## config.mk

```make
export PLATFORM = sky130hd
export DESIGN_NAME = adc_voltmeter_seven_segment_scan
export DESIGN_NICKNAME = d
export VERILOG_FILES = /design/src/rtl/adcvm_pkg.sv /design/src/rtl/adc_voltmeter_seven_segment_scan.sv
export SDC_FILE = /design/constraint.sdc
export NUM_CORES = 1
export LEC_CHECK = 0
export BUFFER_PORTS_ARGS = -buffer_cell sky130_fd_sc_hd__buf_4
export CORE_MARGIN = 10
export CORE_UTILIZATION = 57
export CTS_CLUSTER_DIAMETER = 80
export CTS_CLUSTER_SIZE = 8
export DETAILED_ROUTE_END_ITERATION = 7
export PLACE_DENSITY = 0.75
export SLEW_MARGIN = 20
export SYNTH_ARGS = -nofsm -noshare
export SYNTH_HDL_FRONTEND = slang
export SYNTH_SLANG_ARGS = --single-unit
```

## constraint.sdc

```tcl
create_clock -name clk -period 12.4 [get_ports clk]
set_input_delay 2.48 -clock clk [delete_from_list [all_inputs] [get_ports clk]]
set_output_delay 2.48 -clock clk [all_outputs]
set_load 0.1 [all_outputs]
```

## src/rtl/adcvm_pkg.sv

```systemverilog
// Package: shared constants and helpers for the ADC voltmeter display block.
`timescale 1ns / 1ps
`default_nettype none
package adcvm_pkg;

  // Request kinds carried in the func flag
  localparam logic FUNC_SAMPLE = 1'b0;
  localparam logic FUNC_TICK   = 1'b1;

  // Converter channels
  localparam logic CH_RAW  = 1'b0;
  localparam logic CH_VOLT = 1'b1;

  // floor(100*x/51) == (x * SCALE_MUL) >> SCALE_SHIFT for every 8-bit x
  localparam int unsigned SCALE_SHIFT = 16;
  localparam logic [16:0] SCALE_MUL   = 17'd128502;

  // n / 10 == (n * DIV10_MUL) >> DIV10_SHIFT for n below 100
  localparam int unsigned DIV10_SHIFT = 11;
  localparam logic [7:0]  DIV10_MUL   = 8'd205;

  localparam logic       DP_BIT = 1'b1;

  // One-hot digit enables
  localparam logic [2:0] EN_NONE     = 3'b000;
  localparam logic [2:0] EN_HUNDREDS = 3'b001;
  localparam logic [2:0] EN_TENS     = 3'b010;
  localparam logic [2:0] EN_UNITS    = 3'b100;

  typedef enum logic [1:0] {
    POS_HUNDREDS = 2'd0,
    POS_TENS     = 2'd1,
    POS_UNITS    = 2'd2,
    POS_UNUSED   = 2'd3
  } scan_pos_t;

  // Common-cathode pattern, bits 6..0 are segments g..a
  function automatic logic [6:0] encode_digit(input logic [3:0] d);
    logic [6:0] seg;
    case (d)
      4'd0:    seg = 7'b0111111;
      4'd1:    seg = 7'b0000110;
      4'd2:    seg = 7'b1011011;
      4'd3:    seg = 7'b1001111;
      4'd4:    seg = 7'b1100110;
      4'd5:    seg = 7'b1101101;
      4'd6:    seg = 7'b1111101;
      4'd7:    seg = 7'b0000111;
      4'd8:    seg = 7'b1111111;
      4'd9:    seg = 7'b1101111;
      default: seg = 7'b0000000;
    endcase
    return seg;
  endfunction

endpackage
`default_nettype wire

```

## src/rtl/adc_voltmeter_seven_segment_scan.sv

```systemverilog
// Top level: ADC voltmeter with raw-level output and three-digit display scan.
// Each request is a converter sample (tuser[0] low) or a scan tick (tuser[0] high).
// A channel-0 sample sets raw_level; a channel-1 sample sets the shown voltage
// to floor(100*sample/51). Each tick drives the next digit, hundreds (with
// decimal point), tens, units, and returns one result per request. The block
// takes one request per cycle while the result side keeps up. Each request
// lands in the input register, then one pass of scaling, digit split and
// segment encoding fills the result register once that register is free or
// being read. A result held off by out_tready stalls the input once both
// registers are full.
`timescale 1ns / 1ps
`default_nettype none
module adc_voltmeter_seven_segment_scan (
  input  wire logic        clk,
  input  wire logic        rst_n,
  input  wire logic        in_tvalid,
  output logic             in_tready,
  input  wire logic [7:0]  in_tdata,   // [7:0] sample
  input  wire logic [1:0]  in_tuser,   // [0] func, [1] channel
  output logic             out_tvalid,
  input  wire logic        out_tready,
  output logic [23:0]      out_tdata   // [7:0] segments, [10:8] digit_enable,
                                       // [18:11] raw_level, [23:19] zero
);

  // Input register
  logic       in_v_r;
  logic       func_r;
  logic       chan_r;
  logic [7:0] sample_r;

  // Block state
  logic [8:0]             scaled_r;
  logic [7:0]             raw_r;
  adcvm_pkg::scan_pos_t   pos_r;
  logic [7:0]             seg_r;
  logic [2:0]             en_r;

  // Result register
  logic        out_v_r;
  logic [18:0] out_data_r;

  logic fire;

  assign fire      = in_v_r && (!out_v_r || out_tready);
  assign in_tready = !in_v_r || fire;

  // Scaling of the incoming sample
  logic [24:0] scale_prod;
  logic [8:0]  scaled_nxt;

  assign scale_prod = {17'd0, sample_r} * {8'd0, adcvm_pkg::SCALE_MUL};
  assign scaled_nxt = scale_prod[adcvm_pkg::SCALE_SHIFT +: 9];

  // Digit split of the held value
  logic [3:0]  hundreds;
  logic [6:0]  rem;
  logic [14:0] tens_prod;
  logic [3:0]  tens;
  logic [3:0]  units;

  always_comb begin
    hundreds = 4'd0;
    rem      = scaled_r[6:0];
    if (scaled_r >= 9'd500) begin
      hundreds = 4'd5;
      rem      = 7'(scaled_r - 9'd500);
    end else if (scaled_r >= 9'd400) begin
      hundreds = 4'd4;
      rem      = 7'(scaled_r - 9'd400);
    end else if (scaled_r >= 9'd300) begin
      hundreds = 4'd3;
      rem      = 7'(scaled_r - 9'd300);
    end else if (scaled_r >= 9'd200) begin
      hundreds = 4'd2;
      rem      = 7'(scaled_r - 9'd200);
    end else if (scaled_r >= 9'd100) begin
      hundreds = 4'd1;
      rem      = 7'(scaled_r - 9'd100);
    end
  end

  assign tens_prod = {8'd0, rem} * {7'd0, adcvm_pkg::DIV10_MUL};
  assign tens      = tens_prod[adcvm_pkg::DIV10_SHIFT +: 4];
  assign units     = 4'(rem - 7'({3'd0, tens} * 7'd10));

  // Next state
  logic [8:0]           scaled_nxt_s;
  logic [7:0]           raw_nxt;
  adcvm_pkg::scan_pos_t pos_nxt;
  logic [7:0]           seg_nxt;
  logic [2:0]           en_nxt;

  always_comb begin
    scaled_nxt_s = scaled_r;
    raw_nxt      = raw_r;
    pos_nxt      = pos_r;
    seg_nxt      = seg_r;
    en_nxt       = en_r;
    if (func_r == adcvm_pkg::FUNC_SAMPLE) begin
      if (chan_r == adcvm_pkg::CH_RAW) begin
        raw_nxt = sample_r;
      end else begin
        scaled_nxt_s = scaled_nxt;
      end
    end else begin
      case (pos_r)
        adcvm_pkg::POS_HUNDREDS: begin
          seg_nxt = {adcvm_pkg::DP_BIT, adcvm_pkg::encode_digit(hundreds)};
          en_nxt  = adcvm_pkg::EN_HUNDREDS;
          pos_nxt = adcvm_pkg::POS_TENS;
        end
        adcvm_pkg::POS_TENS: begin
          seg_nxt = {1'b0, adcvm_pkg::encode_digit(tens)};
          en_nxt  = adcvm_pkg::EN_TENS;
          pos_nxt = adcvm_pkg::POS_UNITS;
        end
        adcvm_pkg::POS_UNITS: begin
          seg_nxt = {1'b0, adcvm_pkg::encode_digit(units)};
          en_nxt  = adcvm_pkg::EN_UNITS;
          pos_nxt = adcvm_pkg::POS_HUNDREDS;
        end
        default: begin
          // Unused position: blank the enable, hold the pattern
          en_nxt  = adcvm_pkg::EN_NONE;
          pos_nxt = adcvm_pkg::POS_HUNDREDS;
        end
      endcase
    end
  end

  always_ff @(posedge clk) begin
    if (!rst_n) begin
      in_v_r   <= 1'b0;
      out_v_r  <= 1'b0;
      scaled_r <= 9'd0;
      raw_r    <= 8'd0;
      pos_r    <= adcvm_pkg::POS_HUNDREDS;
      seg_r    <= 8'd0;
      en_r     <= adcvm_pkg::EN_NONE;
    end else begin
      if (in_tready) begin
        in_v_r <= in_tvalid;
      end
      if (fire) begin
        out_v_r  <= 1'b1;
        scaled_r <= scaled_nxt_s;
        raw_r    <= raw_nxt;
        pos_r    <= pos_nxt;
        seg_r    <= seg_nxt;
        en_r     <= en_nxt;
      end else if (out_tready) begin
        out_v_r <= 1'b0;
      end
    end
  end

  // Payload registers
  always_ff @(posedge clk) begin
    if (in_tready && in_tvalid) begin
      func_r   <= in_tuser[0];
      chan_r   <= in_tuser[1];
      sample_r <= in_tdata;
    end
    if (fire) begin
      out_data_r <= {raw_nxt, en_nxt, seg_nxt};
    end
  end

  assign out_tvalid = out_v_r;
  assign out_tdata  = {5'd0, out_data_r};

endmodule
`default_nettype wire

```

* After elaboration in Yosys (flattened, before gate mapping) *
Memories as Yosys holds them, arrays and structs flattened.
Index checks and enable logic that the tools add are counted.
Widths: inputs -> output; s select.

cells by class
  add/subtract/negate cells = 6
  multiply operators = 3
  divide/modulo/power cells = 0
  $lt $le $gt $ge = 5
  equality and inequality tests = 2
  shift-type cells = 0
  muxes and demuxes = 19
  bitwise logic cells = 1
  reductions and logical operators = 10

operators by type and width
  cell                   count
  $mux 7                 5
  $ge 9x9->1 const B     3
  $mul 8x16->24 const B  1
  $mux 8                 3
  $pmux 8 s3             1
  $sub 7x7->7 const B    3
  $mul 7x8->15 const B   1
  $ge 9x7->1 const B     1
  $ge 9x8->1 const B     1
  $mux 3                 3
  $pmux 3 s3             1
  $sub 7x5->7 const B    1
  $sub 7x6->7 const B    1
  $mul 4x3->3 const B    1
  $mux 2                 2
  $pmux 2 s2             1
  $sub 4x4->4            1
  $mux 1                 3
  $reduce_and 3->1       1
  $eq 2x1->1 const B     1
  $eq 2x2->1 const B     1
  $logic_and 1x1->1      2
  $logic_not 1->1        2
  $logic_not 2->1        1
  4 further kinds        5

storage, ports and cells
  register bits = 61
  latch bits = 0
  memory bits (writable) = 0
  bits in read-only memories = 336
  bits of input ports = 14
  output and inout bits = 26
  word-level logic and storage cells = 60
  memories = 3

memories
  name             depth  width  read ports  clocked after memory_dff  write ports  RTL line         text
  (no name shown)  16     7      1           0                         0            adcvm_pkg.sv:40  case (d)
  (no name shown)  16     7      1           0                         0            adcvm_pkg.sv:40
  (no name shown)  16     7      1           0                         0            adcvm_pkg.sv:40

* Logic depth before layout (Yosys ltp) *
Gate-level depths: netlist of run 1.
An unclocked memory read counts as a cell.

  word-level depth = 12
  gate-level depth with buffers = 33
  mapped depth without buffers = 32

* Worst setup path before layout of run 1 *
Ideal clock, no wire load.

  kind = register to register
  start point = register scaled_r[4]
  end point = register out_data_r[3], data pin
  library setup time = 0.261 ns
  arrival time = 7.120 ns
  required time = 12.139 ns
  path slack = 5.019 ns
  cell stages (with the launch flop) = 33
  path buffers = 1
  clock period less this slack = 7.381 ns
  cells stage by stage = dfxtp_1 -> inv_1 -> ha_1 -> a21oi_1 -> nor2_1 -> o41a_1 -> a221oi_1 -> a21oi_1 -> o21ai_0 -> o311ai_0 -> ha_1 -> ha_1 -> fa_1 -> inv_1 -> fa_1 -> inv_1 -> ha_1 -> a31oi_1 -> nor2b_1 -> o21ai_0 -> a21oi_1 -> a311oi_1 -> o211ai_2 -> inv_2 -> ha_1 -> fa_1 -> buf_1 -> and2_1 -> and2_1 -> o211ai_1 -> nand2_1 -> a311oi_1 -> nor2_1

on the way
  longest elaborated chain between the ends = 12
  elaborated cells between the ends (all ways) = 28
  those cells by class = add/sub (6); mul (2); order compare (5); mux (12); memory (3)

ends and longest elaborated chain
  item                                              RTL line                                                                        text
  from (decl)                                       adc_voltmeter_seven_segment_scan.sv:33                                          logic [8:0] scaled_r;
  from (signal assigned)                            adc_voltmeter_seven_segment_scan.sv:147                                         scaled_r <= scaled_nxt_s;
  $ge 9x7->1 / $sub 7x7->7 (equally long branches)  adc_voltmeter_seven_segment_scan.sv:77, adc_voltmeter_seven_segment_scan.sv:79
  $mux 7                                            adc_voltmeter_seven_segment_scan.sv:77                                          end else if (scaled_r >= 9'd100) begin
  $mux 7                                            adc_voltmeter_seven_segment_scan.sv:74                                          end else if (scaled_r >= 9'd200) begin
  $mux 7                                            adc_voltmeter_seven_segment_scan.sv:71                                          end else if (scaled_r >= 9'd300) begin
  $mux 7                                            adc_voltmeter_seven_segment_scan.sv:68                                          end else if (scaled_r >= 9'd400) begin
  $mux 7                                            adc_voltmeter_seven_segment_scan.sv:65                                          if (scaled_r >= 9'd500) begin
  $mul 7x8->15                                      adc_voltmeter_seven_segment_scan.sv:83                                          assign tens_prod = {8'd0, rem} * {7'd0, adcvm_pkg::DIV10_MUL};
  $mul 4x3->3                                       adc_voltmeter_seven_segment_scan.sv:85                                          assign units = 4'(rem - 7'({3'd0, tens} * 7'd10));
  $sub 4x4->4                                       adc_voltmeter_seven_segment_scan.sv:85
  $mem_v2 16x7                                      -
  $pmux 8 s3 *                                      adc_voltmeter_seven_segment_scan.sv:107                                         case (pos_r)
  $mux 8 *                                          adc_voltmeter_seven_segment_scan.sv:100                                         if (func_r == adcvm_pkg::FUNC_SAMPLE) begin
  named net seg_nxt[3]                              adc_voltmeter_seven_segment_scan.sv:91                                          logic [7:0] seg_nxt;
  to (signal assigned)                              adc_voltmeter_seven_segment_scan.sv:166                                         out_data_r <= {raw_nxt, en_nxt, seg_nxt};
  to (decl)                                         adc_voltmeter_seven_segment_scan.sv:41                                          logic [18:0] out_data_r;

The timed path passes the listed nets; every way through them passes the cells marked *.
A chain may end at the register's enable or synchronous reset.

* Worst setup path after layout of run 1 *
Same ends and word-level chain as after synthesis.

==> results of run 1 <==
[logic make-up after synthesis]
kind of cell             after synthesis  share of synthesized area [%]
AO/OA/AOI/OAI                        169                           17.3
AND/OR/NAND/NOR                      163                           11.5
adder cells (fa/ha/maj)              162                           36.0
buffers and inverters                110                           6.53
flip-flops                            61                           22.5
XOR/XNOR                              23                           3.31
multiplexers                          17                           2.75
other                                  1                         0.0558
[stage by stage]
step | hold slack [ps] | instances | utilization (%) | worst slack, ps
after floorplan | 434 | 710 | - | 5020
after global placement | 440 | 862 | 61.6 | 4040
after detailed placement | 446 | 862 | 61.6 | 3930
after CTS | 457 | 878 | 64.1 | 3890
after global routing | 477 | 878 | 64.1 | 3210
final | 458 | 878 | 64.1 | 3750
[worst register-to-register path, delay by kind of cell (launching register included)]
kind / cells / cell delay (ps)
XOR/XNOR: 1 / 310
flip-flops: 1 / 480
AND/OR/NAND/NOR: 7 / 1380
AO/OA/AOI/OAI: 10 / 2800
adder cells (fa/ha/maj): 8 / 2860
buffers and inverters: 4 / 580
[metal layers]
metal / track usage [%] / wire length [um] / up-vias
met5: 0 / 0 / -
met4: 4.65 / 209 / 0
met3: 3.29 / 887 / 20
met2: 31.5 / 7590 / 185
met1: 26.8 / 7310 / 2605
li1: - / - / 2525
[synth_stat cells, drive strengths merged (5+ instances only)]
library cell  instances
clkbuf               13
nand2                53
a21oi                51
xnor2                15
inv                  84
a211oi                6
and2                  9
mux2i                 5
mux2                 12
nand3                10
fa                   53
a21o                  6
nor2                 54
o211ai                5
buf                  13
xor2                  7
edfxtp               29
o21a                  8
ha                  109
dfxtp                32
nor3                  9
a31oi                 9
o21ai                26
nand2b                7
o31ai                 6
o22ai                 5
[state kept, by name, indices dropped and copies added (netlist names)]
name / flops
in_v_r: 1
sample_r: 8
en_r: 3
out_data_r: 19
out_tvalid: 1
chan_r: 1
raw_r: 8
scaled_r: 9
pos_r: 2
seg_r: 8
func_r: 1
[worst paths after layout]
check | from | endpoint | cells past startpoint
setup / recovery | scaled_r[4]$_SDFFE_PN0P_ | out_data_r[3]$_DFFE_PP_ | 30
hold / removal | raw_r[5]$_SDFFE_PN0P_ | raw_r[5]$_SDFFE_PN0P_ | 2
setup reg to reg | scaled_r[4]$_SDFFE_PN0P_ | out_data_r[3]$_DFFE_PP_ | 30
hold reg to reg | raw_r[5]$_SDFFE_PN0P_ | raw_r[5]$_SDFFE_PN0P_ | 2
[final cells by class]
type / instances / area share [%]
Clock inverter: 5 / 0.681
Timing Repair Buffer: 35 / 3.57
Tap cell: 143 / 2.43
Clock buffer: 11 / 3.30
Inverter: 84 / 4.29
Sequential cell: 61 / 20.6
Multi-Input combinational cell: 539 / 65.2
[power by group through the flow]
stage	Combinational (mW)	Clock (mW)	Sequential, mW
CTS	0.762	0.248	0.245
detailed placement	0.754	0	0.249
global route	0.863	0.259	0.247
global placement	0.720	0	0.248
floorplan	0.570	0	0.263
finish	0.760	0.247	0.245
==> results.toml, run 1 <==
[run_status]
outcome = "completed"

[synthesis]
yosys_most_used_dff = "dfxtp_1"
ys_ff_latch = 61
async_flop_share_pct = 0
yosysWarnings = 0
yosysTopAreaCellShare_pct = 20.3
avgSynthCellArea_um2 = 9.53
synth_edf_count = 29
synthTopCellsByArea = "ha_1 20%, fa_1 16%, edfxtp_1 13%, dfxtp_1 9.5%, inv_1 4.6%"
yosys.area.top_type = "ha_1"
synth_area_um2 = 6730
yosysSeqAreaShare_pct = 22.5
syn_inst = 706
synth_cell_types = 74

[finish]
num-fill-cells = 883
drive_gt1_share_pct = 10.1
n_antenna_cell = 0
regArea_um2 = 1510
multi_input_area_um2 = 4790
fin_nets = 906
mostFrequentLayoutCells = "109 x ha_1, 83 x inv_1, 53 x nand2_1, 53 x nor2_1, 53 x fa_1"
syn2layout_area_growth_pct = 9.30
layout_commonest_cell = "ha_1"
fin_area_um2 = 7350

[drt]
antenna_left = 0
first_pass_iters = 5
drtIter0Drc = 430
viasPerCell = 6.08
routedWlPerCell_um = 18.2
drc = 0
vias = 5335
wirelength_um = 16000

[critical_path]
worst_setup_path_start_kind = "flop"
crit_family = "adder cells"
cp.required_ps = 12470
reg2reg_setup_slack_ps = 3750
cpPeakStageDelay_ps = 550
crit_fanout = 11
crit_slowest_cell = "fa_1"
arrival_ps = 8730
critPathBufInv = 4
path_class = "reg -> reg"
cp_common_cell = "ha_1"
endpoint_kind = "flop"

[timing]
finalCritPeriodShare_pct = 69.8
fmax_mhz = 116
worst_pin_slew_ps = 863
timing_hold_violations_final = 0
rsz0062_at_grt = "false"
setup_violations = 0
fin_setup_tns_ps = 0
fin_worst_skew_ps = 7.07
slew_viol_final = 0
min_period_ps = 8650
slew_headroom_pct = 41.7

[global_route]
grt_max_degree = 31
grt-ovfl-total = 0
grt_pass1_vias = 5337
grt_antenna_before_repair = 0
grt_first_pass_wirelength_um = 26700
grt_usage_pct = 19.5

[power_and_ir_drop]
power_density_nw_per_um2 = 170
peakVddDrop_v = 0.000105
seqPwrFrac_pct = 19.6
p_sw_mw = 0.551
p_int_mw = 0.701
leakagePower_nw = 3.39
finalPower_mw = 1.25
switching_share_pct = 44.0
power_frac_comb_pct = 60.7
pwr-share-clk_pct = 19.7

[floorplanning]
die_x_um = 129
die_area_um2 = 16500
io_pins = 40
core_um2 = 11500
core.rowCount = 39
initial_core_util_pct = 58.7
die_h_um = 129

[clocking]
postCtsHoldBufs = 0
path_clk_slew_ps = 50
cts_sinks = 61
clock_path_buffers = 2
cts_max_level = 3
clk_latency_ps = 320
postCtsSetupBuffers = 0
cts_resized = 0
cts_buffers = 9
clock-root-buffer = "clkbuf_16"
cts_tree = "done"

[min_path]
hp-class = "reg -> reg"

[placed_design]
dp.final_hpwl_um = 12700
place_area_um2 = 7060
gp_congestion = 0.954
numPortBuffers = 34

[flow_run]
maxCapViolations = 0
No activity file was read; power rests on OpenSTA's default activity.
==> run 2, diff against run 1 <==
--- a/config.mk
+++ b/config.mk
@@ -11,7 +11,7 @@
 export CTS_CLUSTER_DIAMETER = 80
 export CTS_CLUSTER_SIZE = 8
 export DETAILED_ROUTE_END_ITERATION = 7
-export PLACE_DENSITY = 0.75
+export PLACE_DENSITY = 0.78
 export SLEW_MARGIN = 20
 export SYNTH_ARGS = -nofsm -noshare
 export SYNTH_HDL_FRONTEND = slang
==> constraint.sdc (replaced) <==
create_clock -name clk -period 7.3 [get_ports clk]
set_input_delay 1.46 -clock clk [delete_from_list [all_inputs] [get_ports clk]]
set_output_delay 1.46 -clock clk [all_outputs]
set_load 0.1 [all_outputs]
==> run 2 against run 1 <==
Die area is the same. Hold slack hardly changed. First-iteration DRC count up 27%. Non-clock buffer count grew 21. Utilization grew 3.1 points. Power is 77% higher. Sequential share of layout area down 0.85 points. Sequential cell count unchanged. Final cell count is 2.4% higher. Final area rose by 4.8%. Clock power up 72%. Via count increased by 2.6%. Highest routed layer unchanged.
==> results.toml, run 2 (synthesis results as in run 1) <==
[floorplanning]
die_area_um2 = 16500
die_h_um = 129
core_um2 = 11500
core.rowCount = 39
die_x_um = 129
initial_core_util_pct = 58.7
io_pins = 40

[finish]
fin_area_um2 = 7710
reg_top3 = "out_data_r x19, scaled_r x9"
mostFrequentLayoutCells = "106 x ha_1, 81 x inv_1, 56 x buf_4"
largest_reg_flops = 19
top_register = "out_data_r"
fin_nets = 927
syn2layout_area_growth_pct = 14.6
fin_cells = 899
layout_commonest_cell = "ha_1"
drive_gt1_share_pct = 17.1
n_antenna_cell = 0

[drt]
vias = 5473
wirelength_um = 16100
drc = 0
drtIter0Drc = 548
first_pass_iters = 6
viasPerCell = 6.09
antenna_left = 0
routedWlPerCell_um = 18.0

[power_and_ir_drop]
finalPower_mw = 2.21
power_density_nw_per_um2 = 287
leakagePower_nw = 3.52
peakVddDrop_v = 0.000211

[timing]
fin_worst_skew_ps = 6.22
fmax_mhz = 142
worst_pin_slew_ps = 814
fin_setup_tns_ps = 0
slew_viol_final = 0
finalCritPeriodShare_pct = 96.7
min_period_ps = 7060
slew_headroom_pct = 45.7
timing_hold_violations_final = 0
setup_violations = 0

[critical_path]
endpoint_kind = "flop"
cp_common_cell = "ha_1"
crit_slowest_cell = "o32a_1"
path_class = "reg -> reg"
cpPeakStageDelay_ps = 560
arrival_ps = 7130
worst_setup_path_start_kind = "flop"
crit_fanout = 13
cp.required_ps = 7370

[clocking]
cts_sinks = 61
clock_path_buffers = 2
cts_tree = "done"
cts_max_level = 3
clk_latency_ps = 320
cts_buffers = 9
postCtsHoldBufs = 0
clock-root-buffer = "clkbuf_16"
path_clk_slew_ps = 60

[run_status]
outcome = "completed"

[placed_design]
dpl.cell_count = 878
place_area_um2 = 7180
dp.final_hpwl_um = 12600
gp_congestion = 1.06
numPortBuffers = 34

[global_route]
grt_usage_pct = 19.5
grt-ovfl-total = 0
grt_first_pass_wirelength_um = 26600
grt_max_degree = 31
grt_antenna_before_repair = 0
grt_pass1_vias = 5549

[flow_run]
maxCapViolations = 0

[min_path]
hp-class = "reg -> reg"
==> run 2: changes by cell type in the layout (fill, tap and decap cells not counted), moves of 3 or more <==
cell / before / now
o21ai_0: 25 / 21
a21oi_1: 50 / 46
o21ai_2: 0 / 3
o221ai_2: 0 / 3
o221ai_1: 4 / 1
buf_4: 35 / 56
dfxtp_1: 32 / 28
dfxtp_2: 0 / 3
a21oi_2: 1 / 4
ha_1: 109 / 106
==> run 2: layer usage <==
layer / share of wire [%] / vias up / global-route usage (%)
li1: - / 2563 / -
met5: 0 / - / 0
met1: 44 / 2604 / 25.2
met2: 47 / 258 / 31.2
met4: 2.6 / 0 / 7.47
met3: 7.1 / 48 / 4.27
==> run 2: layout make-up <==
class                   instances  area [um2]
multi-input cells             539        4970
fillers                       813        3760
clock inverters                 6        62.6
clock buffers                  10         239
flip-flops and latches         61        1520
well taps                     143         179
inverters                      84         318
repair buffers                 56         420
==> run 2: worst paths after layout <==
kind,endpoint,slack (ps),start,cells past startpoint
hold / removal,raw_r[3]$_SDFFE_PN0P_,460,raw_r[3]$_SDFFE_PN0P_,2
hold reg to reg,raw_r[3]$_SDFFE_PN0P_,460,raw_r[3]$_SDFFE_PN0P_,2
setup reg to reg,out_data_r[0]$_DFFE_PP_,240,scaled_r[3]$_SDFFE_PN0P_,29
setup / recovery,out_data_r[0]$_DFFE_PP_,240,scaled_r[3]$_SDFFE_PN0P_,29
==> run 2: where the power goes <==
part / internal (mW) / switching [mW]
sequential: 0.383 / 0.0285
combinational: 0.579 / 0.797
clock: 0.272 / 0.153
==> run 2: metrics by stage <==
stage | setup WS [ps] | util (%) | hold slack [ps]
2_1_floorplan | 1.65 | - | 434
4_1_cts | 12.7 | 65.5 | 458
5_1_grt | -39.9 | 67.2 | 482
3_5_place_dp | -190 | 62.6 | 450
6_report | 244 | 67.2 | 458
3_3_place_gp | 40.3 | 62.6 | 439
==> run 2: what timing repair did <==
item                                    in CTS  in global routing
pin swaps                                    2                 13
endpoints found under the setup margin      14                 14
gates resized for setup                      8                 36
buffers inserted                             0                  5
==> run 2: critical path, delay by kind of cell (launching register included) <==
family	cells	cell delay, ps
buffers and inverters	4	320
and+or+nand+nor	6	930
AOI/OAI and AO/OA	11	2530
adders and majority gates	8	2630
DFF	1	370
==> run 3, diff against run 2 <==
--- a/config.mk
+++ b/config.mk
@@ -5,6 +5,7 @@
 export SDC_FILE = /design/constraint.sdc
 export NUM_CORES = 1
 export LEC_CHECK = 0
+export ABC_AREA = 1
 export BUFFER_PORTS_ARGS = -buffer_cell sky130_fd_sc_hd__buf_4
 export CORE_MARGIN = 10
 export CORE_UTILIZATION = 57
==> run 3 against run 2 <==
Power fell by 11%. Sequential power fell by 3%. Clock power fell by 9.2%. First-iteration DRC count fell by 35%. Critical path depth rose by 9. Die area barely moved. Utilization fell by 2.7 points. Count of clock-buffer cells in the layout fell by 1. Largest power group unchanged. Highest routed layer unchanged.
==> results.toml, run 3 <==
[run_status]
outcome = "completed"

[drt]
first_pass_iters = 5
wirelength_um = 15000
routedWlPerCell_um = 15.1
viasPerCell = 5.45
antenna_left = 0
vias = 5393
drtIter0Drc = 354
drc = 0

[min_path]
hold_start = "raw_r[6]$_SDFFE_PN0P_"
min_path_cells = 2
min_to = "raw_r[6]$_SDFFE_PN0P_"
hp-class = "reg -> reg"

[power_and_ir_drop]
seqPwrFrac_pct = 20.2
leakagePower_nw = 3.78
power_density_nw_per_um2 = 267
finalPower_mw = 1.97
switching_share_pct = 46.0
pwr-share-clk_pct = 19.5
peakVddDrop_v = 0.000333
power_frac_comb_pct = 60.2
p_int_mw = 1.06
p_sw_mw = 0.909

[synthesis]
yosysTopAreaCellShare_pct = 20.3
yosys.area.top_type = "ha_1"
post-synth-top-count-cell = "nand2_1"
synth_cell_types = 50
async_flop_share_pct = 0
synthTopCellsByCount = "147 x nand2_1, 138 x inv_1, 109 x ha_1, 58 x a21oi_1, 53 x fa_1"
ys_ff_latch = 61
yosysSeqAreaShare_pct = 22.5
synthTopCellsByArea = "ha_1 20%, fa_1 16%, edfxtp_1 13%, dfxtp_1 9.5%, nand2_1 8.2%"
synth_edf_count = 29
yosysWarnings = 0
syn_inst = 802
yosys_most_used_dff = "dfxtp_1"
synth_area_um2 = 6730
avgSynthCellArea_um2 = 8.39

[critical_path]
cpPeakStageDelay_ps = 540
reg2reg_setup_slack_ps = 740
cp_common_cell = "nand2_1"
arrival_ps = 6620
reg2reg_depth = 38
r2r-end = "out_data_r[6]$_DFFE_PP_"
crit_slowest_cell = "dfxtp_1"
cp.required_ps = 7360
endpoint_kind = "flop"
crit_fanout = 10
path_class = "reg -> reg"
r2r-start = "scaled_r[4]$_SDFFE_PN0P_"
worst_setup_path_start_kind = "flop"

[timing]
finalCritPeriodShare_pct = 89.9
fin_setup_tns_ps = 0
min_period_ps = 6560
slew_headroom_pct = 41.9
worst_pin_slew_ps = 869
rsz0062_at_grt = "false"
setup_violations = 0
slew_viol_final = 0
fin_worst_skew_ps = 4.09
timing_hold_violations_final = 0
fmax_mhz = 152

[finish]
mostFrequentLayoutCells = "147 x nand2_1, 138 x inv_1, 109 x ha_1"
syn2layout_area_growth_pct = 9.93
reg_top3 = "out_data_r x19, scaled_r x9"
fin_cells = 989
largest_reg_flops = 19
drive_gt1_share_pct = 11.7
fin_nets = 1017
top_register = "out_data_r"
layout_commonest_cell = "nand2_1"
num-fill-cells = 947
n_antenna_cell = 0

[clocking]
path_clk_slew_ps = 50
clk_latency_ps = 330
postCtsSetupBuffers = 0
clock_path_buffers = 2
cts_tree = "done"
cts_max_level = 3
cts_sinks = 61
cts_resized = 0
clock-root-buffer = "clkbuf_16"
postCtsHoldBufs = 0
cts_buffers = 9

[placed_design]
dp.final_hpwl_um = 12400
gp_congestion = 0.913
numPortBuffers = 34
dpl.cell_count = 973

[global_route]
grt_pass1_vias = 5629
grt_antenna_before_repair = 0
grt-ovfl-total = 0
grt_usage_pct = 19.0
grt_first_pass_wirelength_um = 26300
grt_max_degree = 29

[floorplanning]
die_area_um2 = 16500
initial_core_util_pct = 58.6
io_pins = 40
die_h_um = 129
core.rowCount = 39
die_x_um = 129
core_um2 = 11500

[flow_run]
maxCapViolations = 0
==> run 3: final cells by class <==
cell class / count / area, um2 / area share [%]
timing repair buffer: 34 / 255 / 3.45
multi-input combinational: 584 / 4600 / 62.3
inverter: 151 / 568 / 7.68
clock inverter: 7 / 50.0 / 0.677
tap: 143 / 179 / 2.42
sequential: 61 / 1510 / 20.4
clock buffer: 9 / 225 / 3.05
==> run 3: cells by family (layout without fill, tap and decap cells) <==
group	after synthesis	after routing	share of synthesized area (%)
and+or+nand+nor	259	259	17.4
adders and majority gates	162	162	36.1
buffers and inverters	161	201	9.28
AOI/OAI and AO/OA	143	143	12.6
DFF	61	61	22.5
xor gates and xnor gates	15	15	2.07
other	1	5	0.0558
==> run 3: critical path: cells and delay by family (launching register included) <==
kind / cells / cell delay, ps
fa+ha+maj: 7 / 2510
simple gates: 18 / 1780
compound gates: 6 / 860
buf+inv: 7 / 570
flops: 1 / 540
==> run 3: stage by stage <==
| step | cell area, um2 | utilization, % | setup slack (ps) | hold slack, ps |
|---|---|---|---|---|
| detailed placement | 7120 | 62.1 | 800 | 452 |
| CTS | 7390 | 64.5 | 789 | 462 |
| global route | 7390 | 64.5 | 122 | 486 |
| floorplan | 6740 | - | 1450 | 431 |
| finish | 7390 | 64.5 | 738 | 457 |
| global placement | 7120 | 62.1 | 938 | 440 |
==> run 3: power groups by stage <==
stage	Sequential (mW)	Combinational (mW)	Clock (mW)
floorplan	0.445	0.882	0
global placement	0.406	1.14	0
detailed placement	0.406	1.18	0
CTS	0.399	1.19	0.391
global route	0.402	1.38	0.408
finish	0.400	1.19	0.386
==> run 3: worst max path at each step <==
stage	from	endpoint	slack, ps	cells after the start
after floorplan	scaled_r[4]$_SDFFE_PN0P_	out_data_r[5]$_DFFE_PP_	1450	34
after global placement	scaled_r[2]$_SDFFE_PN0P_	out_data_r[5]$_DFFE_PP_	940	37
after detailed placement	scaled_r[4]$_SDFFE_PN0P_	out_data_r[6]$_DFFE_PP_	800	38
after CTS	scaled_r[4]$_SDFFE_PN0P_	out_data_r[0]$_DFFE_PP_	790	38
after global routing	scaled_r[4]$_SDFFE_PN0P_	out_data_r[5]$_DFFE_PP_	120	40
final	scaled_r[4]$_SDFFE_PN0P_	out_data_r[6]$_DFFE_PP_	740	38
==> run 3: per-layer routing <==
metal  up-vias  share of wire (%)  track usage [%]
met1      2547                 43             23.7
met5         -                  0                0
met4         0                1.6             5.24
met3        25                4.0             3.94
li1       2684                  -                -
met2       137                 51             32.5
